--- config.mk ---
export PLATFORM = sky130hd
export DESIGN_NAME = interval_remap_splitter_core
export DESIGN_NICKNAME = d
export VERILOG_FILES = /design/src/rtl/irs_pkg.sv /design/src/rtl/irs_front.sv /design/src/rtl/irs_back.sv /design/src/rtl/interval_remap_splitter_core.sv
export SDC_FILE = /design/constraint.sdc
export NUM_CORES = 2
export LEC_CHECK = 0
export BUFFER_PORTS_ARGS = -buffer_cell sky130_fd_sc_hd__buf_2
export CELL_PAD_IN_SITES_DETAIL_PLACEMENT = 1
export CELL_PAD_IN_SITES_GLOBAL_PLACEMENT = 1
export CORE_MARGIN = 2
export CORE_UTILIZATION = 60
export DETAILED_ROUTE_END_ITERATION = 8
export PLACE_DENSITY_LB_ADDON = 0.1
export SYNTH_ARGS = -nofsm -noshare
export SYNTH_HDL_FRONTEND = slang
export SYNTH_SLANG_ARGS = --single-unit
--- constraint.sdc ---
create_clock -name clk -period 20.9 [get_ports clk]
set_input_delay 2.09 -clock clk [delete_from_list [all_inputs] [get_ports clk]]
set_output_delay 2.09 -clock clk [all_outputs]
set_load 0.01 [all_outputs]
--- src/rtl/irs_pkg.sv ---
// Package for the interval remap splitter: mode and status codes, request struct.
// No dependencies; used by every module of the block.
`default_nettype none
package irs_pkg;
  localparam int AW = 40;

  typedef enum logic [1:0] {
    MODE_CLEAR     = 2'd0,
    MODE_INSERT    = 2'd1,
    MODE_TRANSLATE = 2'd2,
    MODE_NONE      = 2'd3
  } mode_t;

  typedef enum logic [2:0] {
    ST_PIECE    = 3'd0,
    ST_STORED   = 3'd1,
    ST_CLEARED  = 3'd2,
    ST_FULL     = 3'd3,
    ST_REJECTED = 3'd4,
    ST_EMPTY    = 3'd5
  } status_t;

  // Classified request passed from front to back.
  typedef struct packed {
    mode_t        mode;
    logic         bad;     // insert: empty or overflowing segment
    logic [AW-1:0] tgt;
    logic [AW-1:0] src;
    logic [AW-1:0] seg_end;
    logic [AW-1:0] lo;
    logic [AW-1:0] hi;
  } req_t;
endpackage
`default_nettype wire

--- src/rtl/irs_front.sv ---
// Front end: accepts requests, drops unknown modes, checks segment overflow,
// and queues classified requests. Depends on irs_pkg.
`default_nettype none
module irs_front (
  input  wire logic              clk,
  input  wire logic              rst,
  input  wire logic              push,
  output logic                   full,
  input  wire logic [1:0]        mode,
  input  wire logic [irs_pkg::AW-1:0] target_start,
  input  wire logic [irs_pkg::AW-1:0] source_start,
  input  wire logic [irs_pkg::AW-1:0] span_length,
  input  wire logic [irs_pkg::AW-1:0] range_low,
  input  wire logic [irs_pkg::AW-1:0] range_high,
  output logic                   q_valid,
  output irs_pkg::req_t          q_req,
  input  wire logic              q_take
);
  import irs_pkg::*;

  // two-entry queue
  req_t        mem [2];
  logic        wptr, rptr;
  logic [1:0]  cnt;
  req_t        req_in;
  logic [AW:0] src_sum, tgt_sum;
  logic        acc, keep;

  assign full    = (cnt == 2'd2);
  assign acc     = push && !full;
  assign keep    = acc && (mode != MODE_NONE);
  assign q_valid = (cnt != 2'd0);
  assign q_req   = mem[rptr];

  // overflow check on the segment ends; an end at the top address is allowed
  always_comb begin
    src_sum = {1'b0, source_start} + {1'b0, span_length};
    tgt_sum = {1'b0, target_start} + {1'b0, span_length};
    req_in.mode    = mode_t'(mode);
    req_in.bad     = (span_length == '0) || src_sum[AW] || tgt_sum[AW];
    req_in.tgt     = target_start;
    req_in.src     = source_start;
    req_in.seg_end = src_sum[AW-1:0];
    req_in.lo      = range_low;
    req_in.hi      = range_high;
  end

  always_ff @(posedge clk) begin
    if (keep) mem[wptr] <= req_in;
  end

  always_ff @(posedge clk) begin
    if (rst) begin
      wptr <= 1'b0;
      rptr <= 1'b0;
      cnt  <= 2'd0;
    end else begin
      if (keep) wptr <= ~wptr;
      if (q_take) rptr <= ~rptr;
      cnt <= cnt + {1'b0, keep} - {1'b0, q_take};
    end
  end
endmodule
`default_nettype wire

--- src/rtl/irs_back.sv ---
// Back end: segment table, insert with shift, translate walk, result queue.
// Depends on irs_pkg; fed by irs_front.
`default_nettype none
module irs_back #(
  parameter int TABLE_ENTRIES = 16
) (
  input  wire logic              clk,
  input  wire logic              rst,
  input  wire logic              q_valid,
  input  irs_pkg::req_t          q_req,
  output logic                   q_take,
  output logic                   empty,
  input  wire logic              pop,
  output logic [irs_pkg::AW-1:0] piece_low,
  output logic [irs_pkg::AW-1:0] piece_high,
  output logic [2:0]             status,
  output logic                   last
);
  import irs_pkg::*;
  localparam int IW = $clog2(TABLE_ENTRIES + 1);
  localparam int XW = (TABLE_ENTRIES > 1) ? $clog2(TABLE_ENTRIES) : 1;

  typedef enum logic [5:0] {
    S_IDLE  = 6'b000001,
    S_CHECK = 6'b000010,
    S_SHIFT = 6'b000100,
    S_WALK  = 6'b001000,
    S_MAP   = 6'b010000,
    S_TAIL  = 6'b100000
  } state_t;

  // segment table held in registers, each entry read at the walk index
  logic [AW-1:0] seg_source [TABLE_ENTRIES];
  logic [AW-1:0] seg_end    [TABLE_ENTRIES];
  logic [AW-1:0] seg_target [TABLE_ENTRIES];
  logic [IW-1:0] seg_count;

  state_t        state;
  req_t          cur;
  logic [IW-1:0] idx;
  logic [IW-1:0] pos;
  logic          hit;
  logic          ins_ok;   // insert written into the table
  logic [AW-1:0] lo;
  logic [AW-1:0] s_r, t_r, b_r;

  // output register; valid while load and pop toggles differ
  logic          o_valid;
  logic          o_put, o_got;
  logic [AW-1:0] o_lo, o_hi;
  logic [2:0]    o_st;
  logic          o_last;
  logic          o_free;

  logic [AW-1:0] s_i, e_i;
  logic [XW-1:0] ix;
  assign ix  = idx[XW-1:0];
  assign s_i = seg_source[ix];
  assign e_i = seg_end[ix];

  assign o_valid    = o_put ^ o_got;
  assign o_free     = !o_valid || pop;
  assign empty      = !o_valid;
  assign piece_low  = o_lo;
  assign piece_high = o_hi;
  assign status     = o_st;
  assign last       = o_last;
  assign q_take     = (state == S_IDLE) && q_valid;

  // result taken by the consumer
  always_ff @(posedge clk) begin
    if (rst) begin
      o_got <= 1'b0;
    end else if (pop && o_valid) begin
      o_got <= ~o_got;
    end
  end

  always_ff @(posedge clk) begin
    if (rst) begin
      state     <= S_IDLE;
      seg_count <= '0;
      o_put     <= 1'b0;
    end else begin
      unique case (state)
        S_IDLE: begin
          if (q_valid) begin
            cur    <= q_req;
            idx    <= '0;
            pos    <= '0;
            hit    <= 1'b0;
            ins_ok <= 1'b0;
            lo     <= q_req.lo;
            unique case (q_req.mode)
              MODE_CLEAR: begin
                seg_count <= '0;
                state     <= S_TAIL;
              end
              MODE_INSERT:    state <= S_CHECK;
              MODE_TRANSLATE: state <= S_WALK;
              default:        state <= S_IDLE;
            endcase
          end
        end
        // overlap scan and sorted place search, one entry per cycle
        S_CHECK: begin
          if (idx == seg_count || cur.bad) begin
            if (cur.bad || hit || seg_count == IW'(TABLE_ENTRIES)) begin
              state <= S_TAIL;
            end else begin
              idx   <= seg_count;
              state <= S_SHIFT;
            end
          end else begin
            if (cur.src < e_i && s_i < cur.seg_end) hit <= 1'b1;
            if (s_i < cur.src) pos <= idx + IW'(1);
            idx <= idx + IW'(1);
          end
        end
        // move entries up one place, then write the new one
        S_SHIFT: begin
          if (idx == pos) begin
            seg_source[ix] <= cur.src;
            seg_end[ix]    <= cur.seg_end;
            seg_target[ix] <= cur.tgt;
            seg_count      <= seg_count + IW'(1);
            ins_ok         <= 1'b1;
            state          <= S_TAIL;
          end else begin
            seg_source[ix] <= seg_source[XW'(idx - IW'(1))];
            seg_end[ix]    <= seg_end[XW'(idx - IW'(1))];
            seg_target[ix] <= seg_target[XW'(idx - IW'(1))];
            idx            <= idx - IW'(1);
          end
        end
        // walk: gap piece before a covering segment, then the mapped piece
        S_WALK: begin
          if (cur.lo >= cur.hi || lo >= cur.hi || idx == seg_count) begin
            state <= S_TAIL;
          end else if (e_i <= lo || s_i >= cur.hi) begin
            idx <= idx + IW'(1);
          end else if (o_free) begin
            s_r <= s_i;
            t_r <= seg_target[ix];
            b_r <= (cur.hi < e_i) ? cur.hi : e_i;
            if (lo < s_i) begin
              o_put  <= ~o_put;
              o_lo   <= lo;
              o_hi   <= s_i;
              o_st   <= ST_PIECE;
              o_last <= 1'b0;
              lo     <= s_i;
            end
            state <= S_MAP;
          end
        end
        S_MAP: begin
          if (o_free) begin
            o_put   <= ~o_put;
            o_lo    <= t_r + (lo - s_r);
            o_hi    <= t_r + (b_r - s_r);
            o_st    <= ST_PIECE;
            o_last  <= (b_r >= cur.hi) || (idx + IW'(1) == seg_count && b_r >= cur.hi);
            lo      <= b_r;
            idx     <= idx + IW'(1);
            state   <= (b_r >= cur.hi) ? S_IDLE : S_WALK;
          end
        end
        // final single result
        S_TAIL: begin
          if (o_free) begin
            o_put   <= ~o_put;
            o_lo    <= '0;
            o_hi    <= '0;
            o_last  <= 1'b1;
            state   <= S_IDLE;
            unique case (cur.mode)
              MODE_CLEAR:  o_st <= ST_CLEARED;
              MODE_INSERT: o_st <= (cur.bad || hit) ? ST_REJECTED :
                                   ins_ok ? ST_STORED : ST_FULL;
              default: begin
                if (cur.lo >= cur.hi) begin
                  o_st <= ST_EMPTY;
                end else begin
                  o_st <= ST_PIECE;
                  o_lo <= lo;
                  o_hi <= cur.hi;
                end
              end
            endcase
          end
        end
        default: state <= S_IDLE;
      endcase
    end
  end
endmodule
`default_nettype wire

--- src/rtl/interval_remap_splitter_core.sv ---
// Top level of the interval remap splitter: front queue plus table back end.
// Depends on irs_pkg, irs_front and irs_back.
`default_nettype none
// Requests enter a two-deep queue and are worked one at a time by the back
// end. Clear is accepted and then gives its result. Insert is accepted, scans
// every stored entry for overlap and decides; a stored segment then shifts
// each entry above its place up one and is written, and the result follows;
// an empty or overflowing segment is rejected without a scan. Translate is
// accepted, walks the stored segments, maps each one that covers part of the
// range and emits an uncovered tail if one is left (up to 2*seg_count+1
// pieces), the single table walk index setting the pace.
// The result register lets a piece wait while the walk continues up to the
// next output; a result not popped stalls the back end.
module interval_remap_splitter_core #(
  parameter int TABLE_ENTRIES = 16
) (
  input  wire logic       clk,
  input  wire logic       rst,
  input  wire logic       push,
  output logic            full,
  input  wire logic [1:0] mode,
  input  wire logic [39:0] target_start,
  input  wire logic [39:0] source_start,
  input  wire logic [39:0] span_length,
  input  wire logic [39:0] range_low,
  input  wire logic [39:0] range_high,
  output logic            empty,
  input  wire logic       pop,
  output logic [39:0]     piece_low,
  output logic [39:0]     piece_high,
  output logic [2:0]      status,
  output logic            last
);
  import irs_pkg::*;

  logic q_valid, q_take;
  req_t q_req;

  irs_front u_front (
    .clk, .rst, .push, .full, .mode, .target_start, .source_start,
    .span_length, .range_low, .range_high,
    .q_valid, .q_req, .q_take
  );

  irs_back #(.TABLE_ENTRIES(TABLE_ENTRIES)) u_back (
    .clk, .rst, .q_valid, .q_req, .q_take,
    .empty, .pop, .piece_low, .piece_high, .status, .last
  );

`ifndef SYNTH
  // a non-piece status always ends its request
  a_status_last: assert property (@(posedge clk) disable iff (rst)
    (!empty && status != ST_PIECE) |-> last)
    else $error("non-piece result without last");
  // a waiting result holds while not popped
  a_hold: assert property (@(posedge clk) disable iff (rst)
    (!empty && !pop) |=> (!empty && $stable(piece_low) && $stable(status)))
    else $error("result changed while waiting");
  // status codes stay in range
  a_code: assert property (@(posedge clk) disable iff (rst)
    !empty |-> (status <= ST_EMPTY))
    else $error("bad status code");
`endif
endmodule
`default_nettype wire
==> flow_summary_export.csv <==
group,metric,value,unit
global_routing,track_usage,37.17,%
logic_synthesis,synth_area_per_cell,18.02,um2
timing,slew_violations,0,
logic_synthesis,ys.flop_type,"edfxtp_1",
cts,cts_resized,0,
worst_setup_path,cpPeakStageDelay,0.98,ns
floorplanning,core-area,227900,um2
power,seqPwrFrac,34.4,%
cells_and_area,stdcell_count,11240,
power,pwr_density_cell,137.0,nW/um2
timing,fin_ws,12.30,ns
logic_synthesis,synth.distinct_cells,82,
worst_setup_path,rrSetupSlack,12.30,ns
cells_and_area,fillers,18940,
global_routing,grt_max_degree,134,
route,drtPass1Iterations,7,
floorplanning,row_count,175,
timing,post-route-period-util,41.16,%
route,wl,434400,um
logic_synthesis,syn_inst,7653,
cts,insertion_delay,0.99,ns
status,status,"complete, no violations",
logic_synthesis,async_flop_share,0,%
worst_setup_path,path_max_fanout,65,
global_routing,grt_pass1_vias,85810,
floorplanning,dieArea,233700,um2
worst_setup_path,cp_common_cell,"buf_4",
route,drc,0,
placed_design,place_congestion,0.9229,
floorplanning,die_height,483.4,um
power,swShare,35.99,%
cells_and_area,nets,8852,
route,postRouteAntennaNets,0,
logic_synthesis,yosysTopAreaCellShare,60.65,%
power,power_switching,7.502,mW
logic_synthesis,synth-seq-cells,2807,
power,intPower,13.34,mW
worst_setup_path,cp.required,21.47,ns
logic_synthesis,ys_warn_count,0,
cts,cts-root-buf,"clkbuf_16",
run,drv_cap,0,
global_routing,grt_pass1_wl,621800,um
worst_setup_path,startpoint_type,"flip-flop",
worst_setup_path,slowest_stage,"dfxtp_4",
power,power.leakage,52.71,nW
cts,numCtsBuffers,309,
worst_setup_path,crit_arrival,9.17,ns
floorplanning,start_util,60.49,%
cts,clockBufferDepth,4,
cts,hold_buffers,0,
logic_synthesis,netlist_top_cells_count,"edfxtp_1, mux4_2, ha_1",
worst_setup_path,cp-end-kind,"flip-flop",
floorplanning,fp.dieW,483.4,um
timing,rsz0062_at_grt,"no",
logic_synthesis,synth_edf_count,2785,
timing,worst_pin_slew,1.276,ns
min_path,hp-class,"reg2reg",
cts,cts_setup_buffers,0,
cts,htree_levels,5,
worst_setup_path,crit_end,"u_back.s_r[1]$_DFFE_PP_",
worst_setup_path,r2r_end,"u_back.s_r[1]$_DFFE_PP_",
timing,totalNegativeSetupSlack,0,ns
route,wire_per_inst,38.64,um
placed_design,dp_cells,10700,
worst_setup_path,worstPathCellList,"buf_4, mux4_2, mux4_2, ha_1, nand3_1, nor3_1, nand2_1, a211oi_1, o31ai_1, a211oi_1, nand3b_1, nor3_2, buf_4, buf_4",
route,via_per_inst,7.392,
floorplanning,ios,292,
cells_and_area,area_delta_synth_final,10.38,%
placed_design,pre_cts_slack,12.30,ns
timing,hold_viol,0,
logic_synthesis,syn_area,137900,um2
power,clock_power_share,24.5,%
worst_setup_path,worstSetupPathType,"reg2reg",
cts,tritoncts,"done",
cts,path_clk_slew,0.06,ns
global_routing,grt.overflow.total,0,
timing,setup_viol,0,
timing,period_minus_slack,8.602,ns
global_routing,grt_antenna_before_repair,46,
timing,fmaxAchievable,116.2,MHz
power,pwr-share-comb,41.1,%
cts,cts_sinks,2807,
placed_design,io_buffers,291,
logic_synthesis,ys_seq_area_share,60.97,%
timing,slew_headroom,14.93,%
timing,skew,0.05723,ns
logic_synthesis,synth.net_count,8501,
route,vias,83110,
logic_synthesis,synth_top_cell_by_area,"edfxtp_1",
worst_setup_path,r2r_cells,14,
placed_design,dp.final_hpwl,274700,um
route,drt_iter0_drc,11770,
logic_synthesis,ys_top_cells_by_area,"edfxtp_1, mux4_2, ha_1",
logic_synthesis,yosysMostFrequentCell,"edfxtp_1",
power,irDropWorstVdd,0.0001551,V
cells_and_area,drive_above_1_share,29.02,%
## final cells by class
cell class	instances	area [um2]	share of cell area [%]
Sequential cell	2807	84090	55.25
Multi-Input combinational cell	3946	50580	33.23
Clock buffer	378	8160	5.362
Tap cell	3009	3765	2.474
Timing Repair Buffer	410	2550	1.676
Inverter	530	1989	1.307
Clock inverter	143	999.7	0.6569
Antenna cell	21	52.55	0.03453
## logic make-up (layout without fill, tap and decap cells)
kind of cell / count (synthesis) / in the layout / synth area share, %
AOI/OAI and AO/OA: 906 / 906 / 4.329
xor gates and xnor gates: 124 / 124 / 0.7877
adders and majority gates: 642 / 642 / 6.256
buffers and inverters: 900 / 1461 / 2.498
DFF: 2807 / 2807 / 60.97
muxes: 1577 / 1577 / 22.64
other: 0 / 21 / 0
and+or+nand+nor: 697 / 697 / 2.514
## routing by layer
metal  global-route usage (%)  routed length (um)
met1                    50.33              156500
met2                    57.27              202700
met3                    11.67               58660
met4                    13.77               16310
met5                        0                 255
## how the worst min path moves through the flow
stage	start	end	depth (start not counted)
after global routing	u_front.mem[0][11]$_DFFE_PP_	u_back.cur[11]$_DFFE_PP_	1
after global placement	u_front.rptr$_SDFFE_PP0P_	flip-flop	2
after floorplan	u_front.rptr$_SDFFE_PP0P_	flip-flop	2
after CTS	u_front.mem[1][23]$_DFFE_PP_	u_back.cur[23]$_DFFE_PP_	1
after detailed placement	u_front.mem[0][182]$_DFFE_PP_	u_back.cur[182]$_DFFE_PP_	1
final	u_front.mem[1][23]$_DFFE_PP_	u_back.cur[23]$_DFFE_PP_	1
## power groups by stage
stage	Combinational [mW]	Clock, mW	Sequential [mW]
floorplan	5.75	0	7.08
global placement	8.02	0	7.26
finish	8.56	5.11	7.18
detailed placement	8.33	0	7.27
global route	9.06	5.33	7.19
CTS	8.45	5.13	7.16
## flip-flops by register name (all words and copies together) (netlist names), 2 cells and up, named ones only
name	cells
u_back.s_r	40
u_back.seg_end	640
u_back.piece_low	40
u_back.seg_source	640
u_back.status	3
u_back.cur	203
u_back.idx	5
u_back.lo	40
u_back.seg_target	640
u_back.b_r	40
u_back.piece_high	40
u_back.state	6
u_back.pos	5
u_back.t_r	40
u_back.seg_count	5
u_front.cnt	2
u_front.mem	406
## through the flow
stage                     utilization [%]  instance area [um2]  hold WS (ns)  power [mW]
after global routing                66.76               152200        0.5580       21.58
final                               66.77               152200        0.5429       20.84
after global placement              62.72               143000        0.4813       15.28
after CTS                           66.74               152100        0.5472       20.74
after floorplan                         -               137900        0.4725       12.84
after detailed placement            62.72               143000        0.5341       15.60
## worst max-delay path, delay by kind of cell (launching register included)
family	cells	cell delay, ns
muxes	2	1.24
DFF	1	0.98
buffers and inverters	3	2.25
adders and majority gates	1	0.37
AOI/OAI and AO/OA	3	1.39
and+or+nand+nor	5	1.81
## cells in the final DEF (no fill, tap or decap), drive strengths merged, types with 12 or more instances in the layout
cell      netlist  layout
nor4           25      25
nor2          135     135
a21o          177     177
clkinvlp        0      12
inv           529     534
nand2         203     203
mux2i          49      49
edfxtp       2785    2785
diode           0      21
nor2b          37      37
xnor2          75      75
o21a           21      21
and3           16      16
buf           102     410
a21oi         243     243
o211ai         18      18
a222oi         13      13
mux2          328     328
o221ai         44      44
a22oi          23      23
dfxtp          22      22
xor2           49      49
nand4          76      76
nand2b         28      28
ha            563     563
fa             79      79
nor3           37      37
o21bai         18      18
a31oi          19      19
o21ai         177     177
clkbuf        268     378
or3            17      17
nand3          62      62
clkinv          1     116
a211oi         41      41
mux4         1200    1200
No activity file was read; power rests on OpenSTA's default activity.
